`src/hw/rtl/brc_pkg.sv`:
```
// ----------------------------------------------------------------------------
// brc_pkg
// Shared types and constants of the byte rotor cipher: symbol width, rotor
// count, request codes, stage modes and the item token that walks the pipe.
// ----------------------------------------------------------------------------
package brc_pkg;

  localparam int SYM_W    = 8;
  localparam int SYM_N    = 1 << SYM_W;
  localparam int ROTOR_N  = 3;
  localparam int ROT_W    = (ROTOR_N > 1) ? $clog2(ROTOR_N) : 1;
  localparam int SEL_W    = 2;
  localparam int STAGE_N  = 2 * ROTOR_N + 1;

  typedef logic [SYM_W-1:0] sym_t;
  typedef logic [ROTOR_N-1:0][SYM_W-1:0] off_vec_t;

  // request codes carried by req_type
  typedef enum logic [1:0] {
    REQ_LOAD_ROTOR = 2'd0,
    REQ_LOAD_REFL  = 2'd1,
    REQ_RESTART    = 2'd2,
    REQ_ENCIPHER   = 2'd3
  } req_t;

  // what one table stage does with its memory
  typedef enum logic [1:0] {
    STG_FWD  = 2'd0,
    STG_REFL = 2'd1,
    STG_INV  = 2'd2
  } stage_mode_t;

  // one item as it travels through the table stages
  typedef struct packed {
    logic             valid;
    req_t             kind;
    logic [SEL_W-1:0] sel;
    sym_t             idx;
    sym_t             val;
    sym_t             x;
    off_vec_t         off;
  } tok_t;

endpackage

```
`src/hw/rtl/brc_ram.sv`:
```
// ----------------------------------------------------------------------------
// brc_ram
// Generic single-write, single-read synchronous RAM with registered read
// data and a read enable that holds the output during a stall.
// ----------------------------------------------------------------------------
module brc_ram #(
  parameter int DEPTH = 256,
  parameter int WIDTH = 8
) (
  input  logic                     clk,
  input  logic                     we,
  input  logic [$clog2(DEPTH)-1:0] waddr,
  input  logic [WIDTH-1:0]         wdata,
  input  logic                     re,
  input  logic [$clog2(DEPTH)-1:0] raddr,
  output logic [WIDTH-1:0]         rdata
);

  logic [WIDTH-1:0] mem [DEPTH];

  // write port
  always_ff @(posedge clk) begin
    if (we) begin
      mem[waddr] <= wdata;
    end
  end

  // registered read port
  always_ff @(posedge clk) begin
    if (re) begin
      rdata <= mem[raddr];
    end
  end

endmodule

```
`src/hw/rtl/brc_stage.sv`:
```
// ----------------------------------------------------------------------------
// brc_stage
// One table stage of the cipher pipe. Holds one table memory (forward rotor,
// reflector or inverse rotor), writes it when a matching load item passes,
// and looks up the running symbol of an encipher item.
// ----------------------------------------------------------------------------
module brc_stage
  import brc_pkg::*;
(
  input  logic        clk,
  input  logic        rst_n,
  input  logic        adv,
  input  stage_mode_t mode,
  input  logic [ROT_W-1:0] rotor,
  input  tok_t        tok_in,
  output tok_t        tok_out
);

  tok_t tok_r;
  logic we;
  sym_t waddr;
  sym_t wdata;
  sym_t raddr;
  sym_t rdata;
  sym_t off_in;
  sym_t off_out;

  assign off_in  = tok_in.off[rotor];
  assign off_out = tok_r.off[rotor];

  // write and lookup addresses per stage kind
  always_comb begin
    we    = 1'b0;
    waddr = tok_in.idx;
    wdata = tok_in.val;
    raddr = tok_in.x;
    unique case (mode)
      STG_FWD: begin
        we    = tok_in.valid && (tok_in.kind == REQ_LOAD_ROTOR)
                && (tok_in.sel == SEL_W'(rotor));
        raddr = tok_in.x - off_in;
      end
      STG_REFL: begin
        we    = tok_in.valid && (tok_in.kind == REQ_LOAD_REFL);
      end
      STG_INV: begin
        we    = tok_in.valid && (tok_in.kind == REQ_LOAD_ROTOR)
                && (tok_in.sel == SEL_W'(rotor));
        waddr = tok_in.val;
        wdata = tok_in.idx;
      end
      default: begin
        we    = 1'b0;
      end
    endcase
  end

  brc_ram #(
    .DEPTH (SYM_N),
    .WIDTH (SYM_W)
  ) u_ram (
    .clk   (clk),
    .we    (we && adv),
    .waddr (waddr),
    .wdata (wdata),
    .re    (adv),
    .raddr (raddr),
    .rdata (rdata)
  );

  // item register, in step with the memory read
  always_ff @(posedge clk) begin
    if (!rst_n) begin
      tok_r.valid <= 1'b0;
    end else if (adv) begin
      tok_r <= tok_in;
    end
  end

  // inverse lookup turns back by the rotor offset
  always_comb begin
    tok_out = tok_r;
    if (mode == STG_INV) begin
      tok_out.x = rdata + off_out;
    end else begin
      tok_out.x = rdata;
    end
  end

endmodule

```
`config.mk`:
```
export PLATFORM = sky130hd
export DESIGN_NAME = brc_stage
export DESIGN_NICKNAME = d
export VERILOG_FILES = /design/src/hw/rtl/brc_pkg.sv /design/src/hw/rtl/brc_ram.sv /design/src/hw/rtl/brc_stage.sv
export SDC_FILE = /design/constraint.sdc
export NUM_CORES = 2
export LEC_CHECK = 0
export ABC_AREA = 0
export BUFFER_PORTS_ARGS = -buffer_cell sky130_fd_sc_hd__buf_2
export CAP_MARGIN = 20
export CORE_MARGIN = 5
export CORE_UTILIZATION = 46
export DETAILED_ROUTE_END_ITERATION = 10
export HOLD_SLACK_MARGIN = 0.1
export PLACE_DENSITY = 0.72
export SYNTH_ARGS = -nofsm -noshare
export SYNTH_HDL_FRONTEND = slang
export SYNTH_HIERARCHICAL = 1
export SYNTH_SLANG_ARGS = --single-unit
```
`constraint.sdc`:
```
create_clock -name clk -period 5.1 [get_ports clk]
set_input_delay 0.51 -clock clk [delete_from_list [all_inputs] [get_ports clk]]
set_output_delay 0.51 -clock clk [all_outputs]
set_load 0.02 [all_outputs]
```
==> impl_metrics.yaml <==
outcome:
  status: "finished, final reports clean"
detailed_routing:
  firstDrtPassIters: 6
  drt-total-wl_mm: 205
  drt-initial-drc-count: 5895
  vias: 42500
  antenna_left: 0
  drc: 0
  route.detailed.wl_per_inst_um: 30.0
  viasPerCell: 6.22
clocking:
  clock_latency_ns: 0.86
  cts_tree: "built"
  path_clk_slew_ns: 0.06
  root_buffer: "clkbuf_16"
  htree_levels: 4
  cts.path.max_buffers: 3
  postCtsSetupBuffers: 0
  cts_buffers: 198
  cts_sinks: 2101
yosys:
  yosysTopAreaCellShare_pct: 76.6
  yosysSeqAreaShare_pct: 76.6
  ys_top_cells_by_area: "edfxtp_1 (77%), mux4_2 (12%), mux2i_1 (1.8%), nor2_1 (1.3%), a22oi_1 (1.2%)"
  yosys_warnings: 6
  synth_edf_count: 2100
  synth_ff_type: "edfxtp_1"
  synthArstFlopShare_pct: 0
  synth_nets: 4048
  synth_area_per_cell_um2: 20.7
  syn_inst: 3970
  yosysTopAreaCell: "edfxtp_1"
  yosysUniqueCellTypes: 72
  synth_area_mm2: 0.0824
  synth_seq_cells: 2101
cells_and_area:
  n_fill_cell: 13300
  final_nets: 4373
  drive_gt1_share_pct: 24.8
  layout_common_cells: "edfxtp_1 (2100), mux4_2 (454), nor2_1 (288), clkbuf_16 (198), buf_4 (177)"
  area_delta_synth_final_pct: 13.6
  final_common_cell: "edfxtp_1"
  final_area_mm2: 0.0935
power_and_ir_drop:
  pwr-share-seq_pct: 51.6
  p_per_area_mw_per_mm2: 399
  ir_drop_v: 0.000431
  switching_share_pct: 23.4
  leakage_nw: 29.2
  power_switching_mw: 8.72
  internal-power_mw: 28.6
  p_clk_share_pct: 38.8
  pwr-share-comb_pct: 9.6
timing:
  fin_skew_ns: 0.0574
  timing.final.crit_share_pct: 97.8
  period_needed_ns: 4.99
  rsz0062_at_grt: "no"
  worstMarginPinSlew_ns: 1.09
  fin_tns_setup_ns: 0
  max_freq_mhz: 201
  slew_headroom_pct: 27.4
  setup_viol: 0
  slew_violations: 0
  hold_viol: 0
placed_design:
  portBuffers: 112
  postPlaceCellArea_mm2: 0.0866
  hpwl_mm: 129
  place.gp.congestion: 0.964
die:
  die-area_mm2: 0.188
  pin_count: 113
  num_rows: 155
  die_w_um: 433
  die_h_um: 433
  core_area_mm2: 0.178
  initial_core_util_pct: 46.2
global_route:
  grt.met3_usage_pct: 4.87
  use_met1_pct: 30.4
  grt_max_degree: 146
  use_met2_pct: 33.9
  grt_pass1_vias: 41700
  grt_pass1_wl_mm: 298
  antenna_found_initial: 6
  track_usage_pct: 21.8
  grt_overflow: 0
  gr-max-usage-layer: "met2"
critical_path:
  rr_worst_depth: 6
  endpoint_kind: "flop"
  critPathRequiredTime_ns: 5.71
  startpoint_type: "input pin"
  crit_type: "input pin to flop"
  cp.arrival_ns: 5.60
  cp_max_fo: 10
min_path:
  hold_depth: 2
  hp-class: "input pin to flop"
run:
  maxCapViolations: 0
area by class of cell:
| cell class | count | area [um2] | share of cell area (%) |
|---|---|---|---|
| flip-flops and latches | 2101 | 63100 | 67.4 |
| multi-input cells | 1616 | 18000 | 19.2 |
| clock buffers | 238 | 5100 | 5.46 |
| repair buffers | 369 | 3020 | 3.23 |
| well taps | 2355 | 2950 | 3.15 |
| clock inverters | 136 | 1350 | 1.44 |
| inverters | 9 | 33.8 | 0.0361 |
| diodes | 7 | 17.5 | 0.0187 |
synthesized netlist by cell type, types with 24 or more instances:
library cell / count
a21oi_1: 108
a22oi_1: 133
buf_2: 37
buf_4: 27
clkbuf_1: 114
edfxtp_1: 2100
mux2i_1: 150
mux4_2: 454
nand2_1: 59
nand3_1: 37
nor2_1: 291
nor2b_1: 32
nor3_1: 24
nor4_1: 25
o21ai_0: 29
o221ai_1: 46
o22ai_1: 28
through the flow:
step / hold WS [ns] / setup WS, ns / instances / power, mW / utilization, %
after floorplan: 0.553 / 0.631 / 3970 / 21.8 / -
after global placement: 0.507 / -0.171 / 6403 / 23.0 / 48.6
after detailed placement: 0.514 / -0.220 / 6403 / 23.1 / 48.6
after CTS: 0.323 / 0.211 / 6824 / 37.4 / 52.5
after global routing: 0.351 / 0.0508 / 6825 / 38.4 / 52.5
final: 0.389 / 0.114 / 6831 / 37.3 / 52.5
cells by family (layout without fill, tap and decap cells):
| family | Yosys count | in the layout | synth area share, % |
|---|---|---|---|
| buffers and inverters | 253 | 752 | 1.87 |
| AND/OR/NAND/NOR | 525 | 525 | 2.91 |
| AO/OA/AOI/OAI | 436 | 436 | 3.67 |
| other | 0 | 7 | 0 |
| multiplexers | 624 | 624 | 14.5 |
| adder cells (fa/ha/maj) | 18 | 18 | 0.292 |
| flip-flops | 2101 | 2101 | 76.6 |
| XOR/XNOR | 13 | 13 | 0.138 |
metal layers:
metal / vias up / part of all wire (%)
li1: 17200 / -
met1: 22100 / 38
met2: 2707 / 47
met3: 458 / 11
met4: 0 / 4.0
met5: - / 0
timing repair:
item | CTS | global route
resized for setup | 0 | 1
hold buffers | 47 | 0
hold endpoints to repair | 53 | 0
setup endpoints to repair | 0 | 1
state kept, by name, summed over array words and instances (netlist names):
name,count
u_ram/mem,2048
tok_out,45
u_ram/rdata,8
final timing paths:
path | from | end | slack [ns]
setup / recovery | tok_in[0] | u_ram/rdata[4]$_DFFE_PP_ | 0.11
hold reg to reg | u_ram/mem[40][3]$_DFFE_PP_ | u_ram/rdata[3]$_DFFE_PP_ | 1.09
setup reg to reg | u_ram/mem[83][4]$_DFFE_PP_ | u_ram/rdata[4]$_DFFE_PP_ | 2.08
hold / removal | tok_in[12] | tok_out[12]$_DFFE_PP_ | 0.39
power groups by stage:
stage	Combinational [mW]	Clock [mW]	Sequential [mW]
finish	3.56	14.5	19.2
global route	3.72	15.5	19.2
CTS	3.52	14.7	19.2
detailed placement	3.48	0	19.6
global placement	3.44	0	19.6
floorplan	2.11	0	19.6
critical path: stages:
cell and delay [ns]:
dlygate4sd3_1 0.53, buf_2 0.11, mux2i_1 0.06, o21ai_0 0.26, ha_1 0.23, inv_1 0.06, fa_1 0.42, a21o_1 0.18
a21o_2 0.22, xnor2_1 0.15, o21ai_4 0.48, buf_4 0.26, nand2_1 0.35, o221ai_1 0.40, nor2_1 0.17, nor4_1 0.86
buf_4 0.27, nor4_1 0.05
Power figures use the tool's default switching activity.
